==> src/rtl/btb_pkg.sv <==
// Shared types, constants and helpers for the two-level branch predictor.
// No dependencies; used by btb_front, btb_back and the top level.
`default_nettype none
package btb_pkg;
   localparam int MAX_ENTRIES  = 32;
   localparam int INDEX_W      = $clog2(MAX_ENTRIES);
   localparam int MAX_HISTORY  = 8;
   localparam int CELLS        = 1 << MAX_HISTORY;
   localparam int ROW_W        = 2 * CELLS;
   localparam int MAX_TAG      = 25;
   localparam int ROWS         = MAX_ENTRIES + 1;
   localparam int ROW_AW       = $clog2(ROWS);
   localparam int GLOBAL_ROW   = MAX_ENTRIES;
   localparam int PC_GAP       = 4;
   localparam int PC_WORD_SHIFT = 2;
   localparam logic [1:0] BR_WNT = 2'd1;

   localparam logic [2:0] CSR_INDEX_BITS      = 3'd0;
   localparam logic [2:0] CSR_HISTORY_LENGTH  = 3'd1;
   localparam logic [2:0] CSR_TAG_WIDTH       = 3'd2;
   localparam logic [2:0] CSR_SHARED_HISTORY  = 3'd3;
   localparam logic [2:0] CSR_SHARED_COUNTERS = 3'd4;
   localparam logic [2:0] CSR_XOR_INDEXING    = 3'd5;

   localparam logic KIND_PREDICT = 1'b0;
   localparam logic KIND_UPDATE  = 1'b1;

   // clamped configuration as seen by the datapath
   typedef struct packed {
      logic [2:0]             ib;
      logic [4:0]             tw;
      logic [MAX_HISTORY-1:0] hmask;
      logic                   shared_history;
      logic                   shared_counters;
      logic                   use_xor;
   } cfg_type;

   // one decoded request in the queue
   typedef struct packed {
      logic                   kind;
      logic                   taken;
      logic                   flush;
      logic [31:0]            target;
      logic [31:0]            next_pc;
      logic [INDEX_W-1:0]     idx;
      logic [MAX_TAG-1:0]     tag;
      logic [MAX_HISTORY-1:0] word_lo;
   } item_type;

   function automatic logic [1:0] step_counter(input logic [1:0] c, input logic taken);
      logic [1:0] r;
      if (taken) r = (c == 2'd3) ? 2'd3 : c + 2'd1;
      else       r = (c == 2'd0) ? 2'd0 : c - 2'd1;
      return r;
   endfunction
endpackage
`default_nettype wire

==> src/rtl/btb_front.sv <==
// Front end: decodes requests (index, tag, pc+4, flush) into a two-entry queue.
// Depends on btb_pkg.
`default_nettype none
module btb_front (
   input  wire logic              clock,
   input  wire logic              reset,
   input  wire btb_pkg::cfg_type  cfg,
   input  wire logic              req_valid,
   output logic                   req_stall,
   input  wire logic              req_kind,
   input  wire logic [31:0]       req_branch_pc,
   input  wire logic [31:0]       req_resolved_target,
   input  wire logic              req_was_taken,
   input  wire logic [31:0]       req_earlier_guess,
   output btb_pkg::item_type      head,
   output logic                   head_valid,
   input  wire logic              pop
);
   btb_pkg::item_type q_ff [2];
   logic       wr_ptr_ff, wr_ptr_in, rd_ptr_ff, rd_ptr_in;
   logic [1:0] count_ff, count_in;
   logic       push;
   logic [31:0] word, shifted, tmask;
   btb_pkg::item_type dec;

   always_comb begin
      word    = req_branch_pc >> btb_pkg::PC_WORD_SHIFT;
      shifted = word >> cfg.ib;
      tmask   = (32'd1 << cfg.tw) - 32'd1;
      dec.kind    = req_kind;
      dec.taken   = req_was_taken;
      dec.target  = req_resolved_target;
      dec.next_pc = req_branch_pc + 32'(btb_pkg::PC_GAP);
      dec.flush   = req_was_taken ? (req_earlier_guess != req_resolved_target)
                                  : (req_earlier_guess != dec.next_pc);
      dec.idx     = btb_pkg::INDEX_W'(word & ((32'd1 << cfg.ib) - 32'd1));
      dec.tag     = btb_pkg::MAX_TAG'(shifted & tmask);
      dec.word_lo = word[btb_pkg::MAX_HISTORY-1:0];
   end

   assign req_stall  = (count_ff == 2'd2);
   assign push       = req_valid && !req_stall;
   assign head       = q_ff[rd_ptr_ff];
   assign head_valid = (count_ff != 2'd0);

   always_comb begin
      wr_ptr_in = push ? !wr_ptr_ff : wr_ptr_ff;
      rd_ptr_in = pop ? !rd_ptr_ff : rd_ptr_ff;
      count_in  = count_ff + {1'b0, push} - {1'b0, pop};
   end

   always_ff @(posedge clock) begin
      if (reset) begin
         wr_ptr_ff <= 1'b0;
         rd_ptr_ff <= 1'b0;
         count_ff  <= 2'd0;
      end else begin
         wr_ptr_ff <= wr_ptr_in;
         rd_ptr_ff <= rd_ptr_in;
         count_ff  <= count_in;
      end
      if (push) q_ff[wr_ptr_ff] <= dec;
   end
endmodule
`default_nettype wire

==> config.mk <==
export PLATFORM = sky130hd
export DESIGN_NAME = btb_front
export DESIGN_NICKNAME = d
export VERILOG_FILES = /design/src/rtl/btb_pkg.sv /design/src/rtl/btb_front.sv
export SDC_FILE = /design/constraint.sdc
export NUM_CORES = 1
export LEC_CHECK = 0
export ABC_AREA = 1
export BUFFER_PORTS_ARGS = -buffer_cell sky130_fd_sc_hd__clkbuf_2
export CAP_MARGIN = 20
export CORE_MARGIN = 2
export CORE_UTILIZATION = 37
export DETAILED_ROUTE_END_ITERATION = 16
export SLEW_MARGIN = 40
export SYNTH_ARGS = -nofsm -noshare
export SYNTH_HDL_FRONTEND = slang
export SYNTH_SLANG_ARGS = --single-unit
==> constraint.sdc <==
create_clock -name clock -period 7.1 [get_ports clock]
set_input_delay 1.065 -clock clock [delete_from_list [all_inputs] [get_ports clock]]
set_output_delay 1.065 -clock clock [all_outputs]
set_load 0.01 [all_outputs]
After elaboration in Yosys (flattened, before gate mapping)
Memories as Yosys holds them, arrays and structs flattened. A register that Yosys moved wholly into a read port is not among the register bits.
Cells that the tools add are included.
Word-level totals
  register bits: 4
  bits of input ports: 121
  output and inout port bits: 107
  memory bits (read-only): 0
  memories kept: 1
  bits in writable memories: 210
  bits in latches: 0
Memories
  q_ff: words 2, width 105, read ports 1, clocked after Yosys merged registers in 1, wr ports 1, line btb_front.sv:19  | btb_pkg::item_type q_ff [2];
Operators by class
  eq/ne operators: 3
  div/mod/pow operators: 0
  muxes and demuxes: 5
  multiply operators: 0
  $lt $le $gt $ge: 0
  bitwise logic cells: 2
  add/sub/neg operators: 5
  reductions and logical operators: 5
  shifts and indexed selects: 3
Operators with widths (count)
  $ne 32x32->1: 2
  $add 32x3->32 const B: 1
  $shr 30x3->25: 1
  $and 25x25->25: 1
  $shl 1x5->25 const A: 1
  $sub 25x1->25 const B: 1
  $and 5x5->5: 1
  $mux 1: 5
  $shl 1x3->5 const A: 1
  $sub 5x1->5 const B: 1
  $logic_not 1->1: 3
  $add 2x1->2: 1
  $eq 2x2->1 const B: 1
  $reduce_bool 2->1: 1
  $sub 2x1->2: 1
  $logic_and 1x1->1: 1

Depth between registers and ports, before layout
Gate-level depths: netlist of run 1.
  word-level depth: 5
  mapped depth: 16
  gate-level depth less buffers: 15

Worst setup path after synthesis of run 1
OpenSTA, ideal clock, no wires.
  path type: input-to-reg
  start point: input req_valid
  end point: memory q_ff[1][0] (netlist name), enable pin
  arrival time: 5.639 ns
  buffers on the path: 0
  required time: 6.528 ns
  stages: 2
  slack: 0.889 ns
  cells stage by stage: o21ai_0 -> nor2_1
Between the ends
  cells in the longest elaborated chain, start to end: 3
RTL lines
  start, declared: line btb_front.sv:8  | input wire logic req_valid,
  $logic_and 1x1->1: line btb_front.sv:42  | assign push = req_valid && !req_stall;
  $mux 1: line btb_front.sv:62  | if (push) q_ff[wr_ptr_ff] <= dec;
  $mux 1 (implied by the code): line btb_front.sv:62
  end, declared: line btb_front.sv:19
Every way passes these cells.

==> flow_summary.yaml, run 1 <==
status:
  outcome: "finished clean"
clock_network:
  cts_sinks: 215
  post_cts_buffers: 0
  clockRootBuffer: "clkbuf_16"
  clk_latency_ns: 0.53
  clk_pin_slew_ns: 0.06
  cts_buffers: 25
  clock_path_buffers: 3
  postCtsHoldBufs: 0
  htree_levels: 1
  cts_tree: "built"
  ctsResizeCount: 0
grt:
  grt-busiest-layer: "met2"
  antenna_found_initial: 3
  grt_start_max_net_pins: 68
  grt.total_usage_pct: 18.4
  grt_util_met3_pct: 3.76
  grt_pass1_wl_um: 46800
  overflow: 0
  use_met2_pct: 31.3
  use_met1_pct: 24.1
  grt_pass1_vias: 8412
synth:
  yosys-top-cells-area: "edfxtp_1, mux2_2, nand2_1"
  yosysSeqAreaShare_pct: 55.6
  synthCells: 1163
  synth_edf_count: 210
  yosys.area.top_type_share_pct: 54.7
  synth_area_per_cell_um2: 9.91
  synth_commonest_cells: "nand2_1, edfxtp_1, inv_1, mux2_2, nor2_1"
  async_flop_share_pct: 0
  yosysWarnings: 0
  synth_flop_cell: "edfxtp_1"
  yosys_register_bits: 215
  synth_cell_types: 50
  synth.most_common_cell: "nand2_1"
  syn_area_um2: 11500
  synth_top_cell_by_area: "edfxtp_1"
  synth_nets: 1289
drt:
  route.detailed.drc: 0
  wl_per_cell_um: 17.1
  via_per_inst: 4.84
  firstDrtPassIters: 5
  ant_nets: 0
  drt_iter0_drc: 582
  wirelength_um: 30700
  vias: 8666
timing:
  max_slew_margin_pct: 48.6
  setup_viol: 0
  tightest_slew_ns: 0.771
  setup_tns_ns: 0
  rsz0062_at_grt: "false"
  drv_slew: 0
  layout_min_cycle_time_ns: 3.80
  timing.final.crit_share_pct: 53.5
  fmaxAchievable_ghz: 0.263
  fin_skew_ns: 0.0142
  finalHoldViolCount: 0
setup_path:
  required_ns: 6.03
  crit_slowest_cell: "dfxtp_4"
  crit_path_max_fanout: 54
  timing.rr.end: "q_ff[0][96]$_DFFE_PP_"
  crit_path_cell_trace: "buf_4 > mux2_2 > clkbuf_2"
  rr_worst_depth: 4
  crit_type: "register to primary output"
  r2r_start: "count_ff[0]$_SDFF_PP0_"
  startpoint_type: "register"
  crit_path_end_kind: "primary output"
  critical_path.max_stage_delay_ns: 0.82
  crit_arrival_ns: 2.74
  r2r_slack_ns: 4.86
  crit_end: "head[64]"
floorplanning:
  start_util_pct: 37.6
  core-area_um2: 30700
  fp-row-count: 64
  die_w_um: 180
  pin_count: 228
  die_y_um: 180
  dieArea_um2: 32600
flow_run:
  maxCapViolCount: 0
place:
  gp_congestion: 0.894
  portBuffers: 216
  place_hpwl_um: 23200
power_and_ir_drop:
  vdd_drop_max_mv: 0.175
  leakagePower_nw: 5.91
  power.total_mw: 3.42
  p_per_area_nw_per_um2: 248
final_layout:
  num-nets-final: 1501
  drive_above_1_share_pct: 30.7
  syn2layout_area_growth_pct: 19.7
hold_path:
  hp-class: "register to register"
==> cells in the final DEF, fill, tap and decap left out, drive strengths merged, types with 2 or more instances in the layout <==
cell type and n:
buf 6, clkinvlp 3, xnor2 4, nor3b 3, clkbuf 248, nand2 324
inv 121, a21oi 14, ha 5, o22ai 2, o21a 2, edfxtp 210
diode 3, and2 5, a211oi 7, a22oi 2, dfxtp 5, xor2 4
mux2 105, bufinv 2, o21ai 54, nor3 3, o211ai 2, a221oi 2
nor2 117, a31oi 3, clkinv 6, nand4 3, nand3 82, mux2i 9
nand3b 10, or2 19
==> logic make-up (layout without fill, tap and decap cells) <==
kind of cell | Yosys count | in the layout | synth area share, %
XOR/XNOR | 8 | 8 | 0.608
other | 0 | 3 | 0
buffers and inverters | 157 | 386 | 5.34
multiplexers | 114 | 114 | 11.0
adder cells (fa/ha/maj) | 5 | 5 | 0.543
AO/OA/AOI/OAI | 95 | 95 | 4.82
AND/OR/NAND/NOR | 569 | 569 | 22.1
flip-flops | 215 | 215 | 55.6
==> power breakdown <==
| group | internal, mW | switching (mW) | total [mW] |
|---|---|---|---|
| registers | 1.55 | 0.0365 | 1.58 |
| clock network | 0.720 | 0.500 | 1.22 |
| logic | 0.241 | 0.376 | 0.617 |
| total | 2.51 | 0.913 | 3.42 |
==> worst min path at each step <==
stage	depth (start not counted)	slack (ns)	to	from
6_report	2	0.52	register	rd_ptr_ff$_SDFFE_PP0P_
4_1_cts	2	0.53	register	rd_ptr_ff$_SDFFE_PP0P_
3_5_place_dp	2	0.50	register	rd_ptr_ff$_SDFFE_PP0P_
2_1_floorplan	2	0.48	register	rd_ptr_ff$_SDFFE_PP0P_
3_3_place_gp	2	0.50	rd_ptr_ff$_SDFFE_PP0P_	rd_ptr_ff$_SDFFE_PP0P_
5_1_grt	2	0.56	register	rd_ptr_ff$_SDFFE_PP0P_
==> per-layer routing <==
metal	wire, µm	part of all wire, %
met4	525	1.7
met1	13600	44
met2	14900	49
met3	1680	5.5
met5	0	0
==> state kept, by name, summed over array words and instances, names as in the netlist, named ones only <==
name       cells
rd_ptr_ff      1
count_ff       2
q_ff         210
wr_ptr_ff      1
==> cell type report <==
| class | count | area (µm²) |
|---|---|---|
| flip-flops and latches | 215 | 6410 |
| multi-input cells | 791 | 4520 |
| repair buffers | 222 | 1140 |
| clock buffers | 32 | 652 |
| fillers | 3011 | 16900 |
| clock inverters | 12 | 123 |
| well taps | 396 | 495 |
| diodes | 3 | 7.51 |
| inverters | 120 | 450 |
==> metrics by stage <==
stage          hold WS (ns)  cell area, µm²  setup slack [ns]  util, %  cells
6_report              0.520           13800              3.30     45.0   1791
5_1_grt               0.560           13800              3.12     45.0   1790
4_1_cts               0.528           13800              3.20     44.9   1788
3_5_place_dp          0.503           13000              3.33     42.4   1744
3_3_place_gp          0.495           13000              3.05     42.4   1744
2_1_floorplan         0.480           11500             0.889        -   1163
==> worst max-delay path, delay by kind of cell (launching register included) <==
family	cells	cell delay, ns
flip-flops	1	0.82
buffers and inverters	2	0.83
multiplexers	1	0.44
Note: power is estimated with default switching activity, not from simulation.
==> inputs of run 2 (changes only) <==
ABC_AREA = 0   (was 1)
clock period = 3.1 ns   (was 7.1 ns; I/O delays follow)
==> run 2 against run 1 <==
Effect of this change: die area is 1.2% lower; sequential cell count stayed put; synthesized cell count is 25% lower; critical path type is now input pin to register; global-route usage is 0.95 points higher; highest routed layer unchanged; register-to-register slack worse by 3.5 ns; final area is 1.4% higher.
==> flow_summary.yaml, run 2 <==
status:
  outcome: "finished clean"
setup_path:
  required_ns: 3.31
  critPathBufInv: 3
  crit_type: "input pin to register"
  startpoint_type: "input pin"
  critical_path.max_stage_delay_ns: 0.58
  crit_path_cell_trace: "clkbuf_2 > ha_1 > nand3_1 > buf_4 > xor2_1 > a2111oi_0 > buf_4 > a32oi_1 > a2111oi_2 > o2111ai_1"
  path_depth: 10
  crit_path_end_kind: "register"
  rr_worst_depth: 4
  crit_arrival_ns: 2.82
  crit_path_max_fanout: 10
  path_common_cell: "buf_4"
  crit_slowest_cell: "a2111oi_0"
  path_delay_family: "compound AO/OA/AOI/OAI gates"
power_and_ir_drop:
  leakagePower_nw: 5.31
  vdd_drop_max_mv: 0.477
  p_per_area_nw_per_um2: 609
clock_network:
  cts_buffers: 24
  clock_path_buffers: 3
  post_cts_buffers: 0
  cts_tree: "built"
  clk_pin_slew_ns: 0.06
  cts_sinks: 215
  clockRootBuffer: "clkbuf_16"
  ctsResizeCount: 0
  clk_latency_ns: 0.51
  postCtsHoldBufs: 0
  htree_levels: 1
grt:
  grt_pass1_wl_um: 46600
  grt_start_max_net_pins: 106
  antenna_found_initial: 2
  grt_pass1_vias: 7819
  overflow: 0
  grt.total_usage_pct: 19.3
flow_run:
  maxCapViolCount: 0
final_layout:
  top_register: "q_ff"
  largestRegisters: "q_ff: 210 flops, count_ff: 2 flops"
  num-nets-final: 1240
  drive_above_1_share_pct: 41.2
  layout_common_cells: "clkbuf_2, edfxtp_1, mux2_2, nor2_1, buf_4"
  utilization_pct: 46.0
  final_area_um2: 14000
  syn2layout_area_growth_pct: 22.9
  mostFrequentLayoutCell: "clkbuf_2"
  largest_register_ffs: 210
synth:
  async_flop_share_pct: 0
  synth_top_family_by_area: "multiplexers"
  synth_mux_area_share_pct: 14.2
  yosysSeqAreaShare_pct: 56.3
  synth_cell_types: 88
  synth_commonest_cells: "edfxtp_1, mux2_2, nor2_1, nand2_1, clkbuf_1"
  synth_xor_area_share_pct: 7.14
  synth_edf_count: 210
  yosysWarnings: 0
  synth_adder_area_share_pct: 0.550
  yosys-top-cells-area: "edfxtp_1, mux2_2, xor2_1"
  synth_area_per_cell_um2: 13.1
  synthCells: 869
  synth.most_common_cell: "edfxtp_1"
  yosys.area_share.simple_pct: 10.6
  yosys_register_bits: 215
  synth_flop_cell: "edfxtp_1"
  synth_nets: 995
  yosys.area.top_type_share_pct: 55.4
  synth-compound-area-share_pct: 7.82
  syn_area_um2: 11400
  synth_top_cell_by_area: "edfxtp_1"
drt:
  wl_per_cell_um: 20.8
  firstDrtPassIters: 5
  wl_met3_um: 2080
  ant_nets: 0
  via_per_inst: 5.17
  wl_met1_um: 14100
  routed.top_layer: "met4"
  drt_iter0_drc: 544
  route.detailed.drc: 0
  wirelength_um: 31700
  wl_met2_um: 14900
  vias: 7899
timing:
  max_slew_margin_pct: 48.8
  rsz0062_at_grt: "false"
  timing.final.crit_share_pct: 84.3
  finalHoldViolCount: 0
  fin_skew_ns: 0.00621
  setup_tns_ns: 0
  tightest_slew_ns: 0.768
  layout_min_cycle_time_ns: 2.61
  setup_viol: 0
  drv_slew: 0
  setup_slack_ns: 0.488
  fmaxAchievable_ghz: 0.383
  hold-worst-slack_ns: 0.154
floorplanning:
  start_util_pct: 37.4
  dieArea_um2: 32200
  fp-row-count: 64
  die_w_um: 179
  core-area_um2: 30400
  die_y_um: 179
  pin_count: 228
place:
  portBuffers: 216
  place_area_um2: 13200
  dp_slack_ns: -0.0404
  place_hpwl_um: 23400
  gp_congestion: 0.924
hold_path:
  whs_path_depth: 1
  hp-class: "input pin to register"
run 2: cell types whose count changed after synthesis, moves of 28 or more:
cell     delta
o21ai_0    -28
nand2_1   -269
xnor2_1    +31
nand3_1    -62
nor2_1     -36
inv_1      -93
xor2_1     +35
run 2: per-layer routing:
layer / GRT usage, % / vias to the layer above
met4: 4.81 / 0
met3: 3.38 / 43
met2: 31.6 / 231
met5: 0 / -
met1: 26.7 / 3845
li1: - / 3780
run 2: cell families after synthesis:
| family | Yosys count |
|---|---|
| simple gates | 220 |
| compound gates | 127 |
| buf+inv | 82 |
| flops | 215 |
| mux | 139 |
| xor+xnor | 81 |
| fa+ha+maj | 5 |
run 2: worst register-to-register path, cell delays in order, from the launching register on:
cell and delay, ns:
dfxtp_1 0.34, nand2b_1 0.17, nand2_1 0.16, nor2_4 0.14, buf_12 0.41
run 2: metrics by stage:
stage / cells / power, mW
floorplan: 869 / 5.00
global placement: 1484 / 5.78
detailed placement: 1484 / 5.80
CTS: 1525 / 8.63
global route: 1526 / 8.91
finish: 1527 / 8.51
run 2: final timing paths:
check             slack [ns]                   start                      to
setup reg to reg        1.32  count_ff[0]$_SDFF_PP0_  q_ff[0][103]$_DFFE_PP_
hold / removal          0.15                req_kind  q_ff[0][104]$_DFFE_PP_
setup / recovery        0.49        req_branch_pc[3]  q_ff[1][102]$_DFFE_PP_
hold reg to reg         0.52  rd_ptr_ff$_SDFFE_PP0P_  rd_ptr_ff$_SDFFE_PP0P_
run 2: area by class of cell:
| class | count | area, µm² |
|---|---|---|
| Fill cell | 2875 | 16400 |
| Sequential cell | 215 | 6410 |
| Multi-Input combinational cell | 572 | 4590 |
| Timing Repair Buffer | 280 | 1640 |
| Clock buffer | 30 | 644 |
| Tap cell | 396 | 495 |
| Clock inverter | 11 | 125 |
| Inverter | 21 | 78.8 |
| Antenna cell | 2 | 5.00 |
run 2: where the power goes:
group | switching, mW | total, mW | internal, mW
combinational | 1.10 | 1.86 | 0.763
clock | 1.09 | 2.80 | 1.70
sequential | 0.101 | 3.85 | 3.75
==> inputs of run 3 (changes only) <==
clock period = 2.3 ns   (was 3.1 ns; I/O delays follow)
==> run 3 against run 2 <==
Effect of this change: global-route usage grew 0.99 points; non-clock buffer count increased by 101; sequential share of layout area decreased by 2.7 points; utilization increased by 2.9 points; wire length increased by 4.1%; largest power group unchanged.
==> flow_summary.yaml, run 3 (synthesis gave the netlist of run 2 again) <==
floorplanning:
  die_w_um: 179
  pin_count: 228
  fp-row-count: 64
  start_util_pct: 37.4
  die_y_um: 179
  dieArea_um2: 32200
  core-area_um2: 30400
timing:
  layout_min_cycle_time_ns: 2.24
  timing.final.crit_share_pct: 97.4
  max_slew_margin_pct: 62.9
  fin_skew_ns: 0.0158
  rsz0062_at_grt: "false"
  fmaxAchievable_ghz: 0.446
  hold-worst-slack_ns: 0.0247
  setup_viol: 0
  tightest_slew_ns: 0.556
  drv_slew: 0
  finalHoldViolCount: 0
grt:
  grt_pass1_wl_um: 49000
  grt.total_usage_pct: 20.3
  grt_start_max_net_pins: 86
  antenna_found_initial: 2
  grt_pass1_vias: 8253
  overflow: 0
setup_path:
  crit_type: "input pin to register"
  r2r_slack_ns: 0.73
  r2r_start: "count_ff[0]$_SDFF_PP0_"
  startpoint_type: "input pin"
  required_ns: 2.55
  crit_start: "req_branch_pc[8]"
  crit_path_max_fanout: 8
  crit_path_end_kind: "register"
  timing.rr.end: "q_ff[1][68]$_DFFE_PP_"
  crit_arrival_ns: 2.49
  rr_worst_depth: 3
  crit_end: "q_ff[1][102]$_DFFE_PP_"
final_layout:
  multi_input_area_um2: 4720
  antennaDiodeCount: 0
  syn2layout_area_growth_pct: 30.7
  num-nets-final: 1341
  seq_area_um2: 6410
  drive_above_1_share_pct: 47.6
  largest_register_ffs: 210
  largestRegisters: "q_ff: 210 flops, count_ff: 2 flops"
  fin_cells: 1629
  fillers: 2789
  layout_common_cells: "clkbuf_2, edfxtp_1, buf_4, mux2_2, nor2_1"
  top_register: "q_ff"
drt:
  route.detailed.drc: 0
  wl_per_cell_um: 20.3
  ant_nets: 0
  firstDrtPassIters: 5
  drt_iter0_drc: 440
  via_per_inst: 5.16
  vias: 8399
  wirelength_um: 33000
clock_network:
  clk_latency_ns: 0.53
  clk_pin_slew_ns: 0.06
  cts_sinks: 215
  clock_path_buffers: 3
  cts_buffers: 24
  cts_tree: "built"
  clockRootBuffer: "clkbuf_16"
  htree_levels: 1
place:
  place_hpwl_um: 25100
  portBuffers: 216
  gp_congestion: 0.893
  placedCellCount: 1580
power_and_ir_drop:
  p_per_area_nw_per_um2: 761
  power.total_mw: 11.3
  leakagePower_nw: 5.83
  vdd_drop_max_mv: 0.560
hold_path:
  hp-class: "input pin to register"
  whs_path_depth: 1
status:
  outcome: "finished clean"
flow_run:
  maxCapViolCount: 0
==> run 3: cell types whose count changed in the layout (fill, tap and decap cells not counted), moves of 2 or more <==
cell,previous run,this run
nor3_1,19,17
clkinv_2,0,7
nor3_2,0,2
buf_6,0,4
clkbuf_2,215,210
bufinv_16,3,0
buf_4,58,157
diode_2,2,0
buf_8,0,2
==> run 3: area by class of cell <==
| cell class | instances | area share, % |
|---|---|---|
| sequential | 215 | 43.1 |
| multi-input combinational | 572 | 31.8 |
| inverter | 21 | 0.530 |
| clock inverter | 16 | 0.606 |
| timing repair buffer | 381 | 16.5 |
| tap | 396 | 3.33 |
| clock buffer | 28 | 4.14 |
==> run 3: worst min path at each step <==
| stage | start | to | slack (ns) |
|---|---|---|---|
| 6_report | req_kind | q_ff[0][104]$_DFFE_PP_ | 0.02 |
| 5_1_grt | req_kind | q_ff[0][104]$_DFFE_PP_ | 0.005 |
| 4_1_cts | req_kind | q_ff[0][104]$_DFFE_PP_ | 0.002 |
| 3_5_place_dp | rd_ptr_ff$_SDFFE_PP0P_ | register | 0.50 |
| 3_3_place_gp | rd_ptr_ff$_SDFFE_PP0P_ | register | 0.49 |
| 2_1_floorplan | reset | count_ff[0]$_SDFF_PP0_ | 0.41 |
==> run 3: metal layers <==
metal  up-vias  GRT usage [%]  part of all wire, %
li1       3986              -                    -
met1      4114           28.1                   45
met2       239           32.7                   46
met3        56           3.80                  6.0
met4         4           5.88                  2.8
met5         -              0                0.088
==> run 3: critical path, stage by stage <==
cell and delay (ns):
clkbuf_2 0.13, nand4_4 0.22, buf_4 0.21, nor4_1 0.29, xor2_1 0.29, xnor2_1 0.22, o2111ai_2 0.19, a2111oi_4 0.41
o2111ai_2 0.18
==> run 3: metrics by stage <==
step | util (%) | instance area (µm²) | TNS, ns | setup WS, ns
after floorplan | - | 11400 | -19.48 | -0.243
after global placement | 46.0 | 14000 | -1.65 | -0.631
after detailed placement | 46.0 | 14000 | -1.72 | -0.626
after CTS | 48.4 | 14700 | 0 | 0.00182
after global routing | 48.9 | 14900 | 0 | 0.000619
final | 48.9 | 14900 | 0 | 0.0602
==> run 3: where the power goes <==
part           total [mW]  switching [mW]  internal (mW)  leakage (nW)
clock                3.44            1.52           1.92         0.349
sequential           5.18           0.131           5.05          2.01
combinational        2.71            1.53           1.18          3.48
total                11.3            3.18           8.15          5.83
==> run 3: timing repair <==
action | 4_1_cts | 5_1_grt
hold buffers | 0 | 0
resized for setup | 4 | 35
setup endpoints to repair | 2 | 15
gates cloned | 0 | 0
buffers inserted | 0 | 5
pin swaps | 2 | 11
